File: src/rtl/crcfp_pkg.sv
// ----------------------------------------------------------------------------
// crcfp_pkg
// Shared types, constants and the CRC-16/MODBUS byte update for the framed
// packet parser.
// ----------------------------------------------------------------------------
package crcfp_pkg;

	// Configuration register indexes.
	localparam logic REG_SYNC_FIRST  = 1'b0;
	localparam logic REG_SYNC_SECOND = 1'b1;

	localparam logic [7:0] SYNC_FIRST_RST  = 8'hAA;
	localparam logic [7:0] SYNC_SECOND_RST = 8'h55;

	localparam logic [15:0] CRC_INIT = 16'hFFFF;
	localparam logic [15:0] CRC_POLY = 16'hA001;

	// Frame descriptor queue and payload bank sizing. With three queued
	// frames at most, the fourth bank is always free for the frame being
	// received.
	localparam int Q_DEPTH = 3;
	localparam int Q_PTR_W = 2;
	localparam int BANK_W  = 2;

	typedef enum logic [2:0] {
		PH_SYNC1 = 3'd0,
		PH_SYNC2 = 3'd1,
		PH_LEN   = 3'd2,
		PH_CMD   = 3'd3,
		PH_DATA  = 3'd4,
		PH_CRCLO = 3'd5,
		PH_CRCHI = 3'd6
	} phase_t;

	typedef enum logic [1:0] {
		BK_IDLE = 2'd0,
		BK_READ = 2'd1,
		BK_LOAD = 2'd2
	} back_state_t;

	function automatic logic [15:0] crc16_update(input logic [15:0] crc_in,
	                                             input logic [7:0] b);
		logic [15:0] c;
		c = crc_in ^ {8'h00, b};
		for (int k = 0; k < 8; k++) begin
			if (c[0]) begin
				c = (c >> 1) ^ CRC_POLY;
			end else begin
				c = c >> 1;
			end
		end
		return c;
	endfunction

endpackage

File: src/rtl/crcfp_ram.sv
// ----------------------------------------------------------------------------
// crcfp_ram
// Generic simple dual-port RAM: one write port, one read port with
// registered read data.
// ----------------------------------------------------------------------------
module crcfp_ram #(
	parameter int WIDTH = 8,
	parameter int DEPTH = 128,
	localparam int AddrW = (DEPTH > 1) ? $clog2(DEPTH) : 1
) (
	input  logic             clk,
	input  logic             we,
	input  logic [AddrW-1:0] waddr,
	input  logic [WIDTH-1:0] wdata,
	input  logic             re,
	input  logic [AddrW-1:0] raddr,
	output logic [WIDTH-1:0] rdata
);

	logic [WIDTH-1:0] mem_q [DEPTH];
	logic [WIDTH-1:0] rdata_q;

	always_ff @(posedge clk) begin
		if (we) begin
			mem_q[waddr] <= wdata;
		end
		if (re) begin
			rdata_q <= mem_q[raddr];
		end
	end

	assign rdata = rdata_q;

endmodule

File: src/rtl/crcfp_front.sv
// ----------------------------------------------------------------------------
// crcfp_front
// Byte parser: sync hunt, length and command capture, payload write into the
// current bank, running CRC and frame check. Good frames are pushed to the
// descriptor queue.
// ----------------------------------------------------------------------------
module crcfp_front #(
	parameter int MAX_PAYLOAD = 32,
	localparam int LenW = $clog2(MAX_PAYLOAD + 1),
	localparam int PosW = (MAX_PAYLOAD > 1) ? $clog2(MAX_PAYLOAD) : 1
) (
	input  logic                             clk,
	input  logic                             arst_n,
	input  logic                             cfg_we,
	input  logic                             cfg_index,
	input  logic [7:0]                       cfg_data,
	input  logic                             in_valid,
	output logic                             in_stall,
	input  logic [7:0]                       rx_byte,
	input  logic                             q_full,
	output logic                             q_push,
	output logic [7:0]                       q_cmd,
	output logic [LenW-1:0]                  q_len,
	output logic                             ram_we,
	output logic [crcfp_pkg::BANK_W+PosW-1:0] ram_waddr,
	output logic [7:0]                       ram_wdata
);

	crcfp_pkg::phase_t phase_q, phase_d;
	logic [7:0]            sync1_q, sync2_q;
	logic [LenW-1:0]       len_q;
	logic [7:0]            cmd_q;
	logic [LenW-1:0]       count_q;
	logic [LenW-1:0]       count_inc;
	logic [7:0]            crc_lo_q;
	logic [15:0]           crc_q;
	logic [15:0]           crc_src;
	logic [15:0]           crc_next;
	logic [crcfp_pkg::BANK_W-1:0] bank_q;
	logic                  accept;
	logic                  crc_ok;
	logic                  len_bad;

	assign accept    = in_valid && !in_stall;
	assign count_inc = count_q + 1'b1;
	assign crc_src   = (phase_q == crcfp_pkg::PH_LEN) ? crcfp_pkg::CRC_INIT : crc_q;
	assign crc_next  = crcfp_pkg::crc16_update(crc_src, rx_byte);
	assign crc_ok    = (crc_lo_q == crc_q[7:0]) && (rx_byte == crc_q[15:8]);
	assign len_bad   = rx_byte > 8'(MAX_PAYLOAD);

	// Next phase.
	always_comb begin
		phase_d = phase_q;
		if (accept) begin
			case (phase_q)
				crcfp_pkg::PH_SYNC1: begin
					if (rx_byte == sync1_q) begin
						phase_d = crcfp_pkg::PH_SYNC2;
					end
				end
				crcfp_pkg::PH_SYNC2: begin
					phase_d = (rx_byte == sync2_q) ? crcfp_pkg::PH_LEN
					                              : crcfp_pkg::PH_SYNC1;
				end
				crcfp_pkg::PH_LEN: begin
					phase_d = len_bad ? crcfp_pkg::PH_SYNC1 : crcfp_pkg::PH_CMD;
				end
				crcfp_pkg::PH_CMD: begin
					phase_d = (len_q == '0) ? crcfp_pkg::PH_CRCLO : crcfp_pkg::PH_DATA;
				end
				crcfp_pkg::PH_DATA: begin
					if (count_inc >= len_q) begin
						phase_d = crcfp_pkg::PH_CRCLO;
					end
				end
				crcfp_pkg::PH_CRCLO: begin
					phase_d = crcfp_pkg::PH_CRCHI;
				end
				default: begin
					phase_d = crcfp_pkg::PH_SYNC1;
				end
			endcase
		end
	end

	// Outputs. The closing CRC byte waits while the queue is full.
	always_comb begin
		in_stall  = (phase_q == crcfp_pkg::PH_CRCHI) && q_full;
		ram_we    = accept && (phase_q == crcfp_pkg::PH_DATA);
		ram_waddr = {bank_q, count_q[PosW-1:0]};
		ram_wdata = rx_byte;
		q_push    = accept && (phase_q == crcfp_pkg::PH_CRCHI) && crc_ok;
		q_cmd     = cmd_q;
		q_len     = len_q;
	end

	always_ff @(posedge clk or negedge arst_n) begin
		if (!arst_n) begin
			sync1_q <= crcfp_pkg::SYNC_FIRST_RST;
			sync2_q <= crcfp_pkg::SYNC_SECOND_RST;
		end else if (cfg_we) begin
			case (cfg_index)
				crcfp_pkg::REG_SYNC_FIRST:  sync1_q <= cfg_data;
				crcfp_pkg::REG_SYNC_SECOND: sync2_q <= cfg_data;
				default: ;
			endcase
		end
	end

	always_ff @(posedge clk or negedge arst_n) begin
		if (!arst_n) begin
			phase_q  <= crcfp_pkg::PH_SYNC1;
			len_q    <= '0;
			cmd_q    <= '0;
			count_q  <= '0;
			crc_lo_q <= '0;
			crc_q    <= crcfp_pkg::CRC_INIT;
			bank_q   <= '0;
		end else if (accept) begin
			phase_q <= phase_d;
			case (phase_q)
				crcfp_pkg::PH_LEN: begin
					if (!len_bad) begin
						len_q   <= LenW'(rx_byte);
						count_q <= '0;
						crc_q   <= crc_next;
					end
				end
				crcfp_pkg::PH_CMD: begin
					cmd_q <= rx_byte;
					crc_q <= crc_next;
				end
				crcfp_pkg::PH_DATA: begin
					crc_q   <= crc_next;
					count_q <= count_inc;
				end
				crcfp_pkg::PH_CRCLO: begin
					crc_lo_q <= rx_byte;
				end
				crcfp_pkg::PH_CRCHI: begin
					// A good frame keeps its bank; the next frame uses the following one.
					if (crc_ok) begin
						bank_q <= bank_q + 1'b1;
					end
					len_q    <= '0;
					cmd_q    <= '0;
					count_q  <= '0;
					crc_lo_q <= '0;
					crc_q    <= crcfp_pkg::CRC_INIT;
				end
				crcfp_pkg::PH_SYNC1, crcfp_pkg::PH_SYNC2: ;
				default: begin
					len_q    <= '0;
					cmd_q    <= '0;
					count_q  <= '0;
					crc_lo_q <= '0;
					crc_q    <= crcfp_pkg::CRC_INIT;
				end
			endcase
		end
	end

endmodule

File: src/rtl/crcfp_queue.sv
// ----------------------------------------------------------------------------
// crcfp_queue
// Short descriptor queue between the parser and the read-out engine.
// ----------------------------------------------------------------------------
module crcfp_queue #(
	parameter int WIDTH = 14
) (
	input  logic             clk,
	input  logic             arst_n,
	input  logic             push,
	input  logic [WIDTH-1:0] push_data,
	input  logic             pop,
	output logic [WIDTH-1:0] head_data,
	output logic             empty,
	output logic             full
);

	logic [WIDTH-1:0]                 entry_q [crcfp_pkg::Q_DEPTH];
	logic [crcfp_pkg::Q_PTR_W-1:0]    wr_ptr_q, rd_ptr_q;
	logic [crcfp_pkg::Q_PTR_W-1:0]    count_q;

	function automatic logic [crcfp_pkg::Q_PTR_W-1:0] ptr_next(
		input logic [crcfp_pkg::Q_PTR_W-1:0] p);
		return (p == crcfp_pkg::Q_PTR_W'(crcfp_pkg::Q_DEPTH - 1)) ? '0 : p + 1'b1;
	endfunction

	assign empty     = (count_q == '0);
	assign full      = (count_q == crcfp_pkg::Q_PTR_W'(crcfp_pkg::Q_DEPTH));
	assign head_data = entry_q[rd_ptr_q];

	always_ff @(posedge clk) begin
		if (push) begin
			entry_q[wr_ptr_q] <= push_data;
		end
	end

	always_ff @(posedge clk or negedge arst_n) begin
		if (!arst_n) begin
			wr_ptr_q <= '0;
			rd_ptr_q <= '0;
			count_q  <= '0;
		end else begin
			if (push) begin
				wr_ptr_q <= ptr_next(wr_ptr_q);
			end
			if (pop) begin
				rd_ptr_q <= ptr_next(rd_ptr_q);
			end
			if (push && !pop) begin
				count_q <= count_q + 1'b1;
			end else if (pop && !push) begin
				count_q <= count_q - 1'b1;
			end
		end
	end

endmodule

File: src/rtl/crcfp_back.sv
// ----------------------------------------------------------------------------
// crcfp_back
// Read-out engine: takes the frame at the head of the queue and emits one
// result per payload byte from its bank, or one result for an empty frame.
// ----------------------------------------------------------------------------
module crcfp_back #(
	parameter int MAX_PAYLOAD = 32,
	localparam int LenW = $clog2(MAX_PAYLOAD + 1),
	localparam int PosW = (MAX_PAYLOAD > 1) ? $clog2(MAX_PAYLOAD) : 1
) (
	input  logic                              clk,
	input  logic                              arst_n,
	input  logic                              q_empty,
	input  logic [7:0]                        q_cmd,
	input  logic [LenW-1:0]                   q_len,
	output logic                              q_pop,
	output logic                              ram_re,
	output logic [crcfp_pkg::BANK_W+PosW-1:0] ram_raddr,
	input  logic [7:0]                        ram_rdata,
	output logic                              out_valid,
	input  logic                              out_stall,
	output logic [7:0]                        frame_cmd,
	output logic [5:0]                        frame_len,
	output logic [7:0]                        data_byte,
	output logic [4:0]                        data_pos,
	output logic                              is_last
);

	crcfp_pkg::back_state_t state_q, state_d;
	logic [PosW-1:0]              pos_q;
	logic [crcfp_pkg::BANK_W-1:0] bank_q;
	logic                         out_valid_q;
	logic [7:0]                   cmd_q;
	logic [5:0]                   len_out_q;
	logic [7:0]                   byte_q;
	logic [4:0]                   pos_out_q;
	logic                         last_q;
	logic                         slot_free;
	logic                         load;
	logic                         last_now;

	assign slot_free = !out_valid_q || !out_stall;
	assign last_now  = (q_len == '0) || ((LenW'(pos_q) + 1'b1) == q_len);

	always_comb begin
		state_d = state_q;
		case (state_q)
			crcfp_pkg::BK_IDLE: begin
				if (!q_empty) begin
					state_d = (q_len == '0) ? crcfp_pkg::BK_LOAD : crcfp_pkg::BK_READ;
				end
			end
			crcfp_pkg::BK_READ: begin
				state_d = crcfp_pkg::BK_LOAD;
			end
			crcfp_pkg::BK_LOAD: begin
				if (slot_free) begin
					state_d = last_now ? crcfp_pkg::BK_IDLE : crcfp_pkg::BK_READ;
				end
			end
			default: begin
				state_d = crcfp_pkg::BK_IDLE;
			end
		endcase
	end

	always_comb begin
		ram_re    = (state_q == crcfp_pkg::BK_READ);
		ram_raddr = {bank_q, pos_q};
		load      = (state_q == crcfp_pkg::BK_LOAD) && slot_free;
		q_pop     = load && last_now;
	end

	always_ff @(posedge clk or negedge arst_n) begin
		if (!arst_n) begin
			state_q     <= crcfp_pkg::BK_IDLE;
			pos_q       <= '0;
			bank_q      <= '0;
			out_valid_q <= 1'b0;
		end else begin
			state_q <= state_d;
			if (load) begin
				out_valid_q <= 1'b1;
			end else if (!out_stall) begin
				out_valid_q <= 1'b0;
			end
			if (q_pop) begin
				pos_q  <= '0;
				bank_q <= bank_q + 1'b1;
			end else if (load) begin
				pos_q <= pos_q + 1'b1;
			end
		end
	end

	always_ff @(posedge clk) begin
		if (load) begin
			cmd_q     <= q_cmd;
			len_out_q <= 6'(q_len);
			byte_q    <= (q_len == '0) ? 8'h00 : ram_rdata;
			pos_out_q <= 5'(pos_q);
			last_q    <= last_now;
		end
	end

	assign out_valid = out_valid_q;
	assign frame_cmd = cmd_q;
	assign frame_len = len_out_q;
	assign data_byte = byte_q;
	assign data_pos  = pos_out_q;
	assign is_last   = last_q;

endmodule

File: src/rtl/crc16_framed_packet_parser.sv
// With the read-out engine idle, a good frame's first result follows its closing CRC byte
// via the queue, the RAM read and the output register; an empty frame skips the RAM read.
// Throughput: one received byte per cycle; the closing CRC byte waits only while three
// checked frames fill the queue. Each payload byte is read from the registered RAM before its result is loaded.
// Reset (asynchronous, active low) returns the parser to the sync hunt with the
// default sync bytes and empties the queue; the payload RAM is not cleared.
// ----------------------------------------------------------------------------
// crc16_framed_packet_parser
// Sync-framed byte stream parser with CRC-16/MODBUS check and payload
// read-out, split into a parser front, a descriptor queue and a read-out back.
// ----------------------------------------------------------------------------
module crc16_framed_packet_parser #(
	parameter int MAX_PAYLOAD = 32
) (
	input  logic       clk,
	input  logic       arst_n,
	input  logic       cfg_we,
	input  logic       cfg_index,
	input  logic [7:0] cfg_data,
	input  logic       in_valid,
	output logic       in_stall,
	input  logic [7:0] rx_byte,
	output logic       out_valid,
	input  logic       out_stall,
	output logic [7:0] frame_cmd,
	output logic [5:0] frame_len,
	output logic [7:0] data_byte,
	output logic [4:0] data_pos,
	output logic       is_last
);

	localparam int LenW  = $clog2(MAX_PAYLOAD + 1);
	localparam int PosW  = (MAX_PAYLOAD > 1) ? $clog2(MAX_PAYLOAD) : 1;
	localparam int AddrW = crcfp_pkg::BANK_W + PosW;
	localparam int DescW = 8 + LenW;

	logic             q_push, q_pop, q_empty, q_full;
	logic [7:0]       push_cmd;
	logic [LenW-1:0]  push_len;
	logic [DescW-1:0] head_desc;
	logic             ram_we, ram_re;
	logic [AddrW-1:0] ram_waddr, ram_raddr;
	logic [7:0]       ram_wdata, ram_rdata;

	crcfp_front #(
		.MAX_PAYLOAD(MAX_PAYLOAD)
	) u_front (
		.clk       (clk),
		.arst_n    (arst_n),
		.cfg_we    (cfg_we),
		.cfg_index (cfg_index),
		.cfg_data  (cfg_data),
		.in_valid  (in_valid),
		.in_stall  (in_stall),
		.rx_byte   (rx_byte),
		.q_full    (q_full),
		.q_push    (q_push),
		.q_cmd     (push_cmd),
		.q_len     (push_len),
		.ram_we    (ram_we),
		.ram_waddr (ram_waddr),
		.ram_wdata (ram_wdata)
	);

	crcfp_queue #(
		.WIDTH(DescW)
	) u_queue (
		.clk       (clk),
		.arst_n    (arst_n),
		.push      (q_push),
		.push_data ({push_cmd, push_len}),
		.pop       (q_pop),
		.head_data (head_desc),
		.empty     (q_empty),
		.full      (q_full)
	);

	crcfp_ram #(
		.WIDTH(8),
		.DEPTH((1 << crcfp_pkg::BANK_W) << PosW)
	) u_payload_ram (
		.clk   (clk),
		.we    (ram_we),
		.waddr (ram_waddr),
		.wdata (ram_wdata),
		.re    (ram_re),
		.raddr (ram_raddr),
		.rdata (ram_rdata)
	);

	crcfp_back #(
		.MAX_PAYLOAD(MAX_PAYLOAD)
	) u_back (
		.clk       (clk),
		.arst_n    (arst_n),
		.q_empty   (q_empty),
		.q_cmd     (head_desc[DescW-1:LenW]),
		.q_len     (head_desc[LenW-1:0]),
		.q_pop     (q_pop),
		.ram_re    (ram_re),
		.ram_raddr (ram_raddr),
		.ram_rdata (ram_rdata),
		.out_valid (out_valid),
		.out_stall (out_stall),
		.frame_cmd (frame_cmd),
		.frame_len (frame_len),
		.data_byte (data_byte),
		.data_pos  (data_pos),
		.is_last   (is_last)
	);

endmodule
File: config.mk
export PLATFORM = sky130hd
export DESIGN_NAME = crc16_framed_packet_parser
export DESIGN_NICKNAME = d
export VERILOG_FILES = /design/src/rtl/crcfp_pkg.sv /design/src/rtl/crcfp_ram.sv /design/src/rtl/crcfp_front.sv /design/src/rtl/crcfp_queue.sv /design/src/rtl/crcfp_back.sv /design/src/rtl/crc16_framed_packet_parser.sv
export SDC_FILE = /design/constraint.sdc
export NUM_CORES = 1
export LEC_CHECK = 0
export BUFFER_PORTS_ARGS = -buffer_cell sky130_fd_sc_hd__buf_2
export CAP_MARGIN = 20
export CORE_MARGIN = 3
export CORE_UTILIZATION = 45
export DETAILED_ROUTE_END_ITERATION = 10
export GPL_TIMING_DRIVEN = 0
export PLACE_DENSITY = 0.65
export SLEW_MARGIN = 5
export SYNTH_ARGS = -nofsm -noshare
export SYNTH_HDL_FRONTEND = slang
export SYNTH_SLANG_ARGS = --single-unit
File: constraint.sdc
create_clock -name clk -period 3.7 [get_ports clk]
set_input_delay 0.37 -clock clk [delete_from_list [all_inputs] [get_ports clk]]
set_output_delay 0.37 -clock clk [all_outputs]
set_load 0.02 [all_outputs]
=== After elaboration in Yosys (flattened, before gate mapping) ===
Memory sizes are Yosys's and may differ from the RTL's. A register that Yosys moved wholly into a read port is not among the register bits.
Index checks and enable logic that the tools add are counted.

* Word-level logic and storage cells: 151
* Memory bits (writable): 1,066
* Memories kept: 2
* Output and inout port bits: 30
* Bits in registers: 109
* Bits of input ports: 22

* Reductions and logical operators: 40
* Equality and inequality tests: 22
* $add $sub $neg: 9
* Order comparisons: 2
* Bitwise operators: 15
* Mux-type cells: 40

{| class="wikitable"
|+ Memory list
! name !! words !! width !! read ports !! clocked after Yosys merged registers in !! wr ports !! RTL line !! text
|-
| u_payload_ram.mem_q || 128 || 8 || 1 || 1 || 1 || crcfp_ram.sv:20 || <nowiki>logic [WIDTH-1:0] mem_q [DEPTH];</nowiki>
|-
| u_queue.entry_q || 3 || 14 || 1 || 0 || 1 || crcfp_queue.sv:18 || <nowiki>logic [WIDTH-1:0] entry_q [crcfp_pkg::Q_DEPTH];</nowiki>
|}

{| class="wikitable"
|+ Operators with widths
! cell !! number
|-
| 2-to-1 mux 16 bit || 10
|-
| one-hot mux 16 bit (3 select lines) || 1
|-
| equality test 8 bit || 4
|-
| one-hot mux 8 bit (2 select lines) || 2
|-
| NOT 2 -> 3 bit || 8
|-
| 2-to-1 mux 2 bit || 9
|-
| one-hot mux 3 bit (6 select lines) || 1
|-
| one-hot mux 6 bit (3 select lines) || 1
|-
| bitwise XOR 16 x 8 -> 16 bit || 1
|-
| AND reduction 3 bit || 5
|-
| OR reduction 5 bit || 3
|-
| logical NOT 6 bit || 2
|-
| 2-to-1 mux 6 bit || 2
|-
| one-hot mux 6 bit (2 select lines) || 1
|-
| adder 2 x 1 -> 2 bit, second input constant || 5
|-
| logical AND 1 bit || 10
|-
| 2-to-1 mux 5 bit || 2
|-
| AND reduction 2 bit || 5
|-
| equality test 3 bit, second input constant || 3
|-
| equality test 2 bit, second input constant || 4
|-
| greater-than comparator 8 x 6 -> 1 bit, second input constant || 1
|-
| 2-to-1 mux 1 bit || 8
|-
| != test 2 x 1 -> 1 bit, second input constant || 4
|-
| adder 5 x 1 -> 6 bit, second input constant || 1
|-
| 20 further kinds || 35
|}

=== Longest topological paths before layout ===
* Depth after elaboration: 21
* Mapped depth: 12
* Depth with buffers taken out: 11

=== By module ===
Synthesis repeated with hierarchy kept, for this count alone.

* Cell total of the unflattened synthesis: 2,244
* Area, all modules: 46,907.5 µm²

{| class="wikitable"
|+ Modules (own cells, without submodules)
! module !! cells each !! times used !! area each (µm²) !! seq. area each (µm²)
|-
| crcfp_ram || 1,635 || 1 || 39,745.6 || 30,989.7
|-
| crcfp_front || 388 || 1 || 3,737.3 || 1,656.6
|-
| crcfp_queue || 115 || 1 || 1,875.5 || 1,411.4
|-
| crcfp_back || 106 || 1 || 1,549.0 || 1,091.0
|}

=== Least setup slack after synthesis ===
OpenSTA, ideal clock, no wires.

* Path type: register to register
* From: register u_front.phase_q[2]
* To: memory u_queue.entry_q[1][0], enable pin
* Setup slack: 0.578 ns
* Buffers on the path: 1
* Required time: 3.291 ns
* Period minus slack after synthesis: 3.122 ns
* Setup time: 0.409 ns
* Stages on the path, launching flop included: 8
* Arrival: 2.713 ns
* Cell sequence: dfrtp_1 > buf_2 > nand2b_1 > o21a_1 > nand2_1 > nor4_1 > nand4_1 > nor3b_1

* Longest elaborated chain between the ends: 8

{| class="wikitable"
|+ RTL lines
! element !! RTL line !! text
|-
| from (decl) || crcfp_front.sv:29 || <nowiki>crcfp_pkg::phase_t phase_q, phase_d;</nowiki>
|-
| from (signal assigned) || crcfp_front.sv:112 || <nowiki>phase_q <= crcfp_pkg::PH_SYNC1;</nowiki>
|-
| from (signal assigned) || crcfp_front.sv:120 || <nowiki>phase_q <= phase_d;</nowiki>
|-
| equality test 3 bit (*) || crcfp_front.sv:88, crcfp_front.sv:92 ||
|-
| logical AND 1 bit || crcfp_front.sv:88 || <nowiki>in_stall = (phase_q == crcfp_pkg::PH_CRCHI) && q_full;</nowiki>
|-
| logical NOT 1 bit || crcfp_front.sv:44 || <nowiki>assign accept = in_valid && !in_stall;</nowiki>
|-
| logical AND 1 bit || crcfp_front.sv:44 ||
|-
| logical AND 1 bit (*) (2 in a row) || crcfp_front.sv:92 || <nowiki>q_push = accept && (phase_q == crcfp_pkg::PH_CRCHI) && crc_ok;</nowiki>
|-
| 2-to-1 mux 1 bit (*) || crcfp_queue.sv:32 || <nowiki>if (push) begin</nowiki>
|-
| 2-to-1 mux 1 bit (not written as such) (*) || crcfp_queue.sv:33 || <nowiki>entry_q[wr_ptr_q] <= push_data;</nowiki>
|-
| to (decl) || crcfp_queue.sv:18 ||
|}

Mark *: on every way between the ends. The rest lies on a longest branch, timed or not.

=== Final worst setup path ===
* From: register u_front.phase_q[0]
* To: memory u_payload_ram.mem_q[63][4], enable pin

* Longest elaborated chain between the ends: 7
* Elaborated cells on any way between the ends: 8
* Those cells by class: eq/ne (2); mux (2); reduce/logical (4)

{| class="wikitable"
|+ RTL lines
! element !! RTL line !! text
|-
| equality test 3 bit || crcfp_front.sv:88 ||
|-
| logical AND 1 bit || crcfp_front.sv:88 ||
|-
| logical NOT 1 bit || crcfp_front.sv:44 ||
|-
| logical AND 1 bit || crcfp_front.sv:44 ||
|-
| logical AND 1 bit (*) || crcfp_front.sv:89 || <nowiki>ram_we = accept && (phase_q == crcfp_pkg::PH_DATA);</nowiki>
|-
| 2-to-1 mux 1 bit (*) || crcfp_ram.sv:24 || <nowiki>if (we) begin</nowiki>
|-
| 2-to-1 mux 1 bit (not written as such) (*) || crcfp_ram.sv:25 || <nowiki>mem_q[waddr] <= wdata;</nowiki>
|-
| to (decl) || crcfp_ram.sv:20 ||
|}

Marked as above.

==> impl_metrics.yaml <==
status:
  status: "completed"
sta:
  rsz0062_at_grt: "true"
  setup_viol: 0
  relSlewSlack_pct: 18.85
  post-route-period-util_pct: 99.12
  whs_ns: 0.1782
  max_freq_mhz: 272.7
  tns_ns: 0
  worst_pin_slew_ns: 1.217
  slew_viol_final: 0
  hold_violations: 0
  min_period_ns: 3.667
  fin_worst_skew_ns: 0.03027
power_and_ir_drop:
  ir_drop_mv: 0.4047
  power_per_cell_area_nw_per_um2: 507.7
  total_power_mw: 27.03
  p_leak_nw: 16.95
placed_design:
  globalplace.congestion: 0.8778
  post-dp-hpwl_um: 72850
  port_buffers: 51
  placed_cells: 3714
worst_setup_path:
  reg2reg_setup_slack_ns: 0.03
  start_kind: "flop"
  r2r-end: "u_payload_ram.mem_q[63][4]"
  crit_path_max_fanout: 10
  crit_required_ns: 4.01
  path_class: "reg2reg"
  endpoint_kind: "flop"
  reg2reg_depth: 5
  arrival_ns: 3.97
  r2r-start: "u_front.phase_q[0]"
yosys:
  synth_cells: 2281
  synthFlopType: "edfxtp_1"
  synth_warnings: 0
  synth_top_area_share_pct: 70.63
  async_flop_share_pct: 6.847
  synth_cell_type_count: 62
  synthTopCellsByArea: "edfxtp_1, mux4_2, dfrtp_1"
  synth_common_cells: "edfxtp_1, mux4_2, nor2_1"
  syn_nets: 2316
  synth.avg_cell_area_um2: 20.54
  synth_top_area_cell: "edfxtp_1"
  synth_most_common_cell: "edfxtp_1"
  yosysSeqAreaShare_pct: 75.02
  synth_edf_count: 1102
  synthesis.area_um2: 46850
  ys_ff_latch: 1183
detailed_routing:
  top_layer: "met4"
  wirelength_um: 110000
  vias_per_cell: 5.839
  postRouteAntennaNets: 0
  via_count: 23030
  drt_iter0_drc: 2694
  routedLengthMet1_um: 44700
  wl_met3_um: 7880
  route.met2.wl_um: 55000
  first_pass_iters: 5
  drc: 0
  wl_per_cell_um: 27.88
clocking:
  numCtsBuffers: 115
  cts-root-buf: "clkbuf_16"
  clock_path_buffers: 3
  cts_sinks: 1183
  clk_latency_ns: 0.69
  htree_levels: 3
  clkSlewWorstSetupHoldPaths_ns: 0.06
  cts_tree: "yes"
  cts_setup_buffers: 0
grt:
  grt_pass1_vias: 23514
  antenna_found_initial: 1
  grt_pass1_wl_um: 162400
  track_usage_pct: 20.60
  overflow: 0
  grt_max_degree: 94
hold_path:
  hold_class: "in2reg"
  hold_end: "u_payload_ram.mem_q[122][5]"
  min_from: "rx_byte[5]"
  hold_depth: 1
die:
  start_util_pct: 45.72
  rows: 117
  dieArea_um2: 108000
  dieWidth_um: 328.7
  fp.dieH_um: 328.7
  io_pins: 52
  core_um2: 102500
flow_run:
  cap_viol_max_count: 0
layout:
  finish.utilization_pct: 51.95
  nFillCells: 7949
  fin_cells: 3944
  area_delta_synth_final_pct: 13.63
  layout-drive-gt1-share_pct: 27.07
  nNetsFinal: 2512
[worst max-delay path, cell delays in order (launching register included)]
cell and delay [ns]:
dfrtp_1 0.44, nand2b_1 0.33, nor3b_2 0.60, clkbuf_1 0.38
nand4_1 0.64, nor2_1 0.89
[cell type report]
cell class	instances	area, um^2	share of cell area (%)
Antenna cell	1	2.502	0.004700
Buffer	132	608.1	1.142
Clock buffer	149	3119	5.859
Clock inverter	66	760.7	1.429
Inverter	20	75.07	0.1410
Multi-Input combinational cell	946	11080	20.82
Sequential cell	1183	35150	66.02
Tap cell	1368	1712	3.215
Timing Repair Buffer	79	729.5	1.370
[state kept, by name, summed over array words and instances, names as in the netlist]
signal,count
u_payload_ram.mem_q,1024
u_queue.entry_q,42
u_front.crc_q,16
u_back.data_byte,8
u_back.frame_cmd,8
u_front.crc_lo_q,8
u_front.q_cmd,8
u_front.sync1_q,8
u_front.sync2_q,8
u_payload_ram.rdata,8
u_back.frame_len,6
u_front.count_q,6
u_front.q_len,6
u_back.data_pos,5
u_back.pos_q,5
u_front.phase_q,3
u_back.bank_q,2
u_back.state_q,2
u_front.bank_q,2
u_queue.count_q,2
u_queue.rd_ptr_q,2
u_queue.wr_ptr_q,2
u_back.is_last,1
u_back.out_valid,1
[logic make-up (layout without fill, tap and decap cells)]
logic type	count (synthesis)	count (layout)	share of synthesized area, %
and+or+nand+nor	363	363	3.530
muxes	362	362	16.45
other	0	1	0
buffers and inverters	152	446	1.402
adders and majority gates	13	13	0.3472
DFF	1183	1183	75.02
AOI/OAI and AO/OA	122	122	1.613
xor gates and xnor gates	86	86	1.637
[per-stage QoR]
step | cell area, um^2 | worst slack [ns]
finish | 53240 | 0.03273
global placement | 48820 | -2.339
floorplan | 46850 | 0.5780
detailed placement | 49150 | -0.4534
global route | 53240 | -0.1511
CTS | 53170 | 0.002909
[report_power, final]
part	switching [mW]	internal, mW	leakage (nW)	total, mW
Sequential	0.0204	14.6	10.9	14.7
Clock	4.92	6.99	1.87	11.9
Combinational	0.319	0.132	4.17	0.450
[metal layers]
layer	global-route usage, %	up-vias
met5	0	-
met4	5.401	0
met3	3.182	130
met2	34.13	955
met1	28.84	12254
li1	-	9691
[layout by cell type, fill, tap and decap left out, types with 26 or more instances in the layout]
cell,n
dfrtp_1,57
xor2_1,26
nand3_1,38
edfxtp_1,1102
mux4_2,320
clkbuf_1,84
o22ai_1,33
nor2_1,175
clkbuf_16,118
xnor2_1,59
nand2_1,65
buf_2,87
o21ai_0,34
[timing repair]
| action | in CTS | in global routing |
|---|---|---|
| resized for setup | 12 | 11 |
| hold buffers | 11 | 0 |
| setup endpoints to repair | 438 | 139 |
| hold endpoints to repair | 52 | 0 |
[worst max path at each step]
stage	startpoint	depth (start not counted)	slack (ns)	endpoint
finish	u_front.phase_q[0]	5	0.03	u_payload_ram.mem_q[63][4]
detailed placement	rx_byte[7]	8	-0.45	u_queue.entry_q[1][11]
global route	u_front.phase_q[2]	6	-0.15	u_payload_ram.mem_q[63][4]
floorplan	u_front.phase_q[2]	7	0.58	u_queue.entry_q[1][0]
global placement	rx_byte[3]	7	-2.34	u_queue.entry_q[1][11]
CTS	u_back.pos_q[1]	7	0.003	u_payload_ram.rdata[0]
Power figures use the tool's default switching activity.
